File: config.mk
export PLATFORM = sky130hd
export DESIGN_NAME = rsm_div
export DESIGN_NICKNAME = d
export VERILOG_FILES = /design/src/hdl/rsm_pkg.sv /design/src/hdl/rsm_div.sv
export SDC_FILE = /design/constraint.sdc
export NUM_CORES = 2
export LEC_CHECK = 0
export BUFFER_PORTS_ARGS = -buffer_cell sky130_fd_sc_hd__clkbuf_2
export CAP_MARGIN = 10
export CORE_ASPECT_RATIO = 0.75
export CORE_MARGIN = 5
export CORE_UTILIZATION = 50
export CTS_CLUSTER_SIZE = 12
export DETAILED_ROUTE_END_ITERATION = 8
export PLACE_DENSITY = 0.66
export REMOVE_ABC_BUFFERS = 1
export SLEW_MARGIN = 15
export SYNTH_ARGS = -nofsm -noshare
export SYNTH_HDL_FRONTEND = slang
export SYNTH_SLANG_ARGS = --single-unit
File: constraint.sdc
create_clock -name clk -period 4 [get_ports clk]
set_clock_uncertainty 0.05 [all_clocks]
set_input_delay 0.6 -clock clk [delete_from_list [all_inputs] [get_ports clk]]
set_output_delay 0.6 -clock clk [all_outputs]
set_load 0.005 [all_outputs]
File: src/hdl/rsm_pkg.sv
package rsm_pkg;

  localparam int unsigned MAX_DISKS = 64;
  localparam int unsigned N_W       = 7;   // disk count register width
  localparam int unsigned DISK_W    = 6;   // disk index width on the outputs
  localparam int unsigned DVD_W     = 32;  // dividend and quotient width
  localparam int unsigned DVS_W     = 16;  // divisor and remainder width
  localparam int unsigned CFG_W     = 16;
  localparam int unsigned IDX_W     = 2;

  typedef enum logic [2:0] {
    MODE_RAID0  = 3'd0,
    MODE_RAID1  = 3'd1,
    MODE_RAID01 = 3'd2,
    MODE_RAID10 = 3'd3,
    MODE_RAID4  = 3'd4,
    MODE_RAID5  = 3'd5,
    MODE_RES6   = 3'd6,
    MODE_RES7   = 3'd7
  } mode_t;

  typedef enum logic [IDX_W-1:0] {
    REG_RAID_MODE     = 2'd0,
    REG_DISK_COUNT    = 2'd1,
    REG_CHUNK_SECTORS = 2'd2,
    REG_NONE          = 2'd3
  } reg_idx_t;

  // Side-band data that travels alongside an item through a divider.
  typedef struct packed {
    mode_t              mode;
    logic [DVS_W-1:0]   rem1;
    logic [DVD_W-1:0]   quo1;
  } tag_t;

endpackage

File: src/hdl/rsm_div.sv
module rsm_div (
  input  logic                       clk,
  input  logic                       rst,
  input  logic                       en,
  input  logic                       in_valid,
  input  logic [rsm_pkg::DVD_W-1:0]  dividend,
  input  logic [rsm_pkg::DVS_W-1:0]  divisor,
  input  rsm_pkg::tag_t              in_tag,
  output logic                       out_valid,
  output logic [rsm_pkg::DVD_W-1:0]  quotient,
  output logic [rsm_pkg::DVS_W-1:0]  remainder,
  output rsm_pkg::tag_t              out_tag
);

  localparam int unsigned S = rsm_pkg::DVD_W;

  // One quotient bit per stage. The work word shifts left: dividend bits leave
  // at the top while quotient bits enter at the bottom.
  logic                       vld  [S+1];
  logic [rsm_pkg::DVD_W-1:0]  work [S+1];
  logic [rsm_pkg::DVS_W-1:0]  rem  [S+1];
  logic [rsm_pkg::DVS_W-1:0]  dvs  [S+1];
  rsm_pkg::tag_t              tag  [S+1];

  assign vld[0]  = in_valid;
  assign work[0] = dividend;
  assign rem[0]  = '0;
  assign dvs[0]  = divisor;
  assign tag[0]  = in_tag;

  for (genvar s = 0; s < S; s++) begin : g_stage
    logic [rsm_pkg::DVS_W:0] shifted;
    logic [rsm_pkg::DVS_W:0] diff;
    logic                    take;

    always_comb begin
      shifted = {rem[s], work[s][rsm_pkg::DVD_W-1]};
      diff    = shifted - {1'b0, dvs[s]};
      take    = (shifted >= {1'b0, dvs[s]});
    end

    always_ff @(posedge clk) begin
      if (rst) begin
        vld[s+1] <= 1'b0;
      end else if (en) begin
        vld[s+1] <= vld[s];
      end
      if (en) begin
        work[s+1] <= {work[s][rsm_pkg::DVD_W-2:0], take};
        rem[s+1]  <= take ? diff[rsm_pkg::DVS_W-1:0] : shifted[rsm_pkg::DVS_W-1:0];
        dvs[s+1]  <= dvs[s];
        tag[s+1]  <= tag[s];
      end
    end
  end

  assign out_valid = vld[S];
  assign quotient  = work[S];
  assign remainder = rem[S];
  assign out_tag   = tag[S];

endmodule

Word-level counts from Yosys, hierarchy flattened --
Index checks and enable logic that the tools add are counted.
Storage, ports and cells: logic and storage cells 320, input port bits 103, register bits 3696, output and inout bits 100
Operators by class: multiplexer cells 32, $add $sub $neg 32, $lt $le $gt $ge 32
Operator list (number):
- 17-bit by 16-bit greater-or-equal comparator with 1-bit output | 31
- 16-bit 2-to-1 mux | 31
- 16-bit subtractor | 31
- 1-bit by 16-bit greater-or-equal comparator with 1-bit output | 1
- 1-bit by 16-bit subtractor with 16-bit output | 1
- 1-bit 2-to-1 mux | 1

Longest topological paths before layout --
depth in word-level cells 2, mapped depth 13

Worst setup path after synthesis --
Ideal clock, no wire load.
path kind reg2reg, from register dvs[33] (netlist name), to register rem, in the netlist g_stage[31].shifted[10], data pin, required time 3.688 ns, arrival time 2.709 ns, path slack 0.978 ns, path buffers 1, clock period less this slack 3.022 ns, stages on the path, launching flop included 13, cells stage by stage edfxtp_1 -> inv_1 -> ha_1 -> nor2b_1 -> o21ai_1 -> a21boi_0 -> o31ai_2 -> a21oi_1 -> a2111oi_4 -> nand2_1 -> a31oi_4 -> buf_6 -> mux2_1
Between the ends: word-level cells in the longest chain between the ends 2, elaborated cells between the ends (all ways) 3
RTL lines:
- start: declaration | RTL line rsm_div.sv:22 | logic [rsm_pkg::DVS_W-1:0] dvs [S+1];
- start signal: indexed assignment | RTL line rsm_div.sv:51 | dvs[s+1] <= dvs[s];
- 16-bit subtractor or 17-bit by 16-bit greater-or-equal comparator with 1-bit output (tied branches) | RTL line rsm_div.sv:38, rsm_div.sv:39
- 16-bit 2-to-1 mux (*) | RTL line rsm_div.sv:50 | rem[s+1] <= take ? diff[rsm_pkg::DVS_W-1:0] : shifted[rsm_pkg::DVS_W-1:0];
- end signal: indexed assignment | RTL line rsm_div.sv:50
- end: declaration | RTL line rsm_div.sv:21 | logic [rsm_pkg::DVS_W-1:0] rem [S+1];
Every way passes the cells marked *; elsewhere a longest branch is shown, timed or not. A chain may end at the register's enable or synchronous reset.

Final worst setup path --
from register dvs[321] (netlist name), to register rem, in the netlist g_stage[13].shifted[9], data pin
The elaborated chain is that of the path after synthesis.

==> flow_results.org <==
** GRT
- Total congestion overflow after global routing :: 0
- Peak-usage layer in the global routing report :: met1
- Global Route Usage Sum :: 0.149
- Entering global routing, the biggest net connects approximately 160 pins.
- Number of global-route vias before repair :: between 60,000 and 70,000
- M3 GR Usage :: 0.0233
- For this run, global-route usage on met2 was measured as 0.223.
- The number of antenna violations at the first check in global routing came to 7.
- For met1 alone, demand over resource in global routing was 0.226.
- The first global-routing pass estimated 355 mm of wire.

** Synth
- Post-synthesis cell type with the largest combined area :: sky130_fd_sc_hd__edfxtp_1
- Synthesis inferred 3,696 register bits.
- After synthesis, the cell types taking the most area are sky130_fd_sc_hd__edfxtp_1, sky130_fd_sc_hd__ha_1, sky130_fd_sc_hd__mux2_2.
- Most instantiated flip-flop cell in the synthesis netlist :: sky130_fd_sc_hd__edfxtp_1
- For this run, the number of Yosys warnings is 0.
- Gate Count Post-Synth :: 7,989
- The netlist uses 85 different library cells.
- Of the post-synthesis cell area, the dominant cell type holds 0.780.
- Top cells by instance count after synthesis :: sky130_fd_sc_hd__edfxtp_1, sky130_fd_sc_hd__inv_1, sky130_fd_sc_hd__ha_1
- For this run, the register share of the synthesized area comes to 0.784.
- Asr flop ratio synth :: 0
- The most common cell in the synthesized netlist is sky130_fd_sc_hd__edfxtp_1.
- Number of enable flip-flop cells after synthesis :: 3,664
- After synthesis, the mean cell area works out to 17.7 um2.
- After synthesis the cells add up to 0.141 mm2.

** Clock tree
- Num Clock Sinks :: between 3,000 and 4,000
- Clock-pin slew of the registers on the worst-case setup and hold paths :: 0.06 ns
- CTS tree :: yes
- Number of buffers on the longest clock path :: 4
- Clock insertion delay at the later pin of the skew report :: 0.86 ns
- After clock tree synthesis, the setup repair step added 0 buffers.
- Buffer cell driving the clock tree root :: sky130_fd_sc_hd__clkbuf_16
- TritonCTS created 370 clock buffers.
- The H-tree was split into 5 levels.

** Pwr
- The share of total power dissipated in sequential elements is 0.473.
- Power per cell area :: 691 mW/mm2
- The analysis attributes to net switching a power of roughly 30 mW.
- Switching share of power :: 0.274
- The analysis attributes to cell leakage a power of 58.5 nW.
- Clock share of power :: 0.282
- Internal power comes to 79.6 mW.
- Comb power frac :: 0.245
- Worst IR Drop VDD :: 416 uV

** STA
- Worst-case hold slack :: ~0.13 ns
- Min cycle time layout :: 3.71 ns
- Period Utilization, post-route :: 0.929
- At the pin with the least slew margin, the transition time is between 1 and 1.5 ns.
- The number of hold violations in the final report came to 0.
- In this run the tightest slew margin relative to its limit is 0.323.
- Setup repair after global routing left no endpoint under its margin.
- Setup slack closes at roughly 0.29 ns.
- Setup total negative slack on the finished layout was measured at 0 ns.
- Fmax :: ~270 MHz
- The max-slew violation total from the final report came to 0.
- Setup violations remaining at the end of the flow were counted as 0.

** Die
- Width of the die :: around 620 um
- The region available for standard cell placement spans 0.280 mm2.
- The die covers 0.293 mm2.
- The initial utilization of the core area, before any placement, comes to 0.504.
- Y dimension of the die :: between 400 and 500 um
- Num rows :: around 170
- During I/O placement, the number of pins put on the boundary was between 200 and 250.

** Drt
- Dividing the detail-routed via count by the number of cells gives 5.19.
- Remaining DRCs :: 0
- Routed WL :: 219 mm
- 1st-pass router iterations :: 6
- After detailed routing, the average wire length per cell comes to 17.5 um.
- For this block, the via count after detailed routing is 65,006.
- After the first detailed-routing iteration, the DRC count stood at 4,990.
- Once detail routing completed, the nets flagged for antenna violations numbered 0.

** Critical path
- Required @ worst endpoint :: 4.48 ns
- In this run the worst path has a maximum fanout of 22.
- Count of cells along the worst register-to-register path :: 11
- Nature of the critical path endpoint :: flip-flop
- Beginning of the worst register-to-register path :: dvs[321]$_DFFE_PP_
- Data arrival time of the worst path :: 4.19 ns
- Reg-to-Reg End :: g_stage[13].shifted[9]$_DFFE_PP_
- For flop-to-flop paths, the worst setup slack is between 0.2 and 0.3 ns.
- The critical path is of the reg -> reg type.
- STA classifies the critical path startpoint as a flip-flop.

** Outcome
- Result of the run :: finished, final reports clean

** Worst hold path
- Worst hold stages :: 3
- The path with the worst hold slack has its endpoint at g_stage[1].shifted[1]$_DFFE_PP_.
- The min-delay analysis places its worst path in the category in -> reg.
- The worst hold path begins at dividend[31].

** Cells and area
- In the final design database the tool counted ~9,000 nets.
- Once layout is complete, the cells apart from fillers number 12,528.
- Fin area :: about 0.16 mm2
- Fraction of layout instances using a drive strength above 1 :: 0.128
- Relative to the synthesized area, the layout overhead comes to 12.4%.

** Place
- Port Buf Inserts :: 202
- Placed insts :: 11,883
- OpenSTA, run right after detailed placement, puts the worst setup slack at 0.364 ns.
- Placed cell area :: roughly 0.15 mm2
- Routability congestion estimate :: roughly 0.84
- DP Wirelength :: ~140 mm

** Flow run
- Max-cap violations in this run came to 0.
stage by stage:
| stage | utilization | total power, mW |
|---|---|---|
| after global placement | 0.525 | 78.1 |
| after detailed placement | 0.525 | 79.0 |
| final | 0.566 | 110 |
| after global routing | 0.566 | 116 |
| after floorplan | - | 71.8 |
| after CTS | 0.566 | 111 |
worst max path at each step:
stage / from / end / slack (ns)
final: dvs[321]$_DFFE_PP_ / g_stage[13].shifted[9]$_DFFE_PP_ / 0.29
after CTS: dvs[368]$_DFFE_PP_ / g_stage[10].shifted[15]$_DFFE_PP_ / 0.38
after global placement: g_stage[14].shifted[0]$_DFFE_PP_ / g_stage[15].shifted[15]$_DFFE_PP_ / 0.40
after detailed placement: dvs[256]$_DFFE_PP_ / g_stage[17].shifted[15]$_DFFE_PP_ / 0.36
after global routing: dvs[321]$_DFFE_PP_ / g_stage[13].shifted[9]$_DFFE_PP_ / 0.02
after floorplan: dvs[17]$_DFFE_PP_ / remainder[11]$_DFFE_PP_ / 0.71
sequential cells by signal, indices dropped and copies added (netlist names):
signal and flops:
g_stage.shifted 527, work 961, vld 31, out_tag 51, out_valid 1, tag 1581, dvs 496, quotient 32
remainder 16
what timing repair did:
item,CTS,global route
setup endpoints to repair,0,1
endpoints found under the hold margin,100,0
gates resized for setup,0,1
hold buffers,99,0
layout make-up:
cell class | count | area (um2)
Fill cell | 21003 | 122000
Clock buffer | 462 | 9720
Tap cell | 3740 | 4680
Inverter | 643 | 2410
Timing Repair Buffer | 406 | 3210
Clock inverter | 82 | 852
Antenna cell | 2 | 5.00
Sequential cell | 3696 | 111000
Multi-Input combinational cell | 3497 | 27000
layout by cell type (no fill, tap or decap), types with 179 or more instances in the layout:
cell type                      n
sky130_fd_sc_hd__mux2_2      295
sky130_fd_sc_hd__edfxtp_1   3664
sky130_fd_sc_hd__clkbuf_16   375
sky130_fd_sc_hd__ha_1        498
sky130_fd_sc_hd__xnor2_1     229
sky130_fd_sc_hd__clkbuf_2    201
sky130_fd_sc_hd__o21ai_0     179
sky130_fd_sc_hd__nand2_1     221
sky130_fd_sc_hd__a21oi_1     324
sky130_fd_sc_hd__inv_1       643
sky130_fd_sc_hd__nor2_1      403
worst max-delay path, stage by stage (launching register included):
cell and delay [ns]:
sky130_fd_sc_hd__edfxtp_1 0.51, sky130_fd_sc_hd__inv_1 0.08, sky130_fd_sc_hd__ha_1 0.30, sky130_fd_sc_hd__nor2b_1 0.12, sky130_fd_sc_hd__o21ai_0 0.11, sky130_fd_sc_hd__a21oi_1 0.30, sky130_fd_sc_hd__o21bai_1 0.19, sky130_fd_sc_hd__a31oi_1 0.38
sky130_fd_sc_hd__nor3_1 0.12, sky130_fd_sc_hd__o21ai_1 0.50, sky130_fd_sc_hd__buf_4 0.37, sky130_fd_sc_hd__mux2_2 0.40
routing by layer:
layer	part of all wire	routed length, um	vias to the layer above
met2	0.44	96900	1301
li1	-	-	31404
met1	0.49	107000	31884
met4	0.027	5860	0
met5	0	0	-
met3	0.045	9960	417
power groups by stage:
stage | Combinational, mW | Sequential, mW | Clock [mW]
4_1_cts | 26.7 | 51.9 | 32.1
3_5_place_dp | 26.4 | 52.6 | 0
6_report | 26.8 | 51.8 | 30.9
2_1_floorplan | 20.4 | 51.4 | 0
5_1_grt | 29.8 | 52.3 | 33.8
3_3_place_gp | 25.5 | 52.6 | 0
logic make-up after synthesis:
family | Yosys count | share of synthesized area
DFF | 3696 | 0.784
AOI/OAI and AO/OA | 1098 | 0.0518
buffers and inverters | 796 | 0.0243
muxes | 390 | 0.0309
xor gates and xnor gates | 354 | 0.0220
adders and majority gates | 529 | 0.0486
and+or+nand+nor | 1126 | 0.0382
Power figures use the tool's default switching activity.
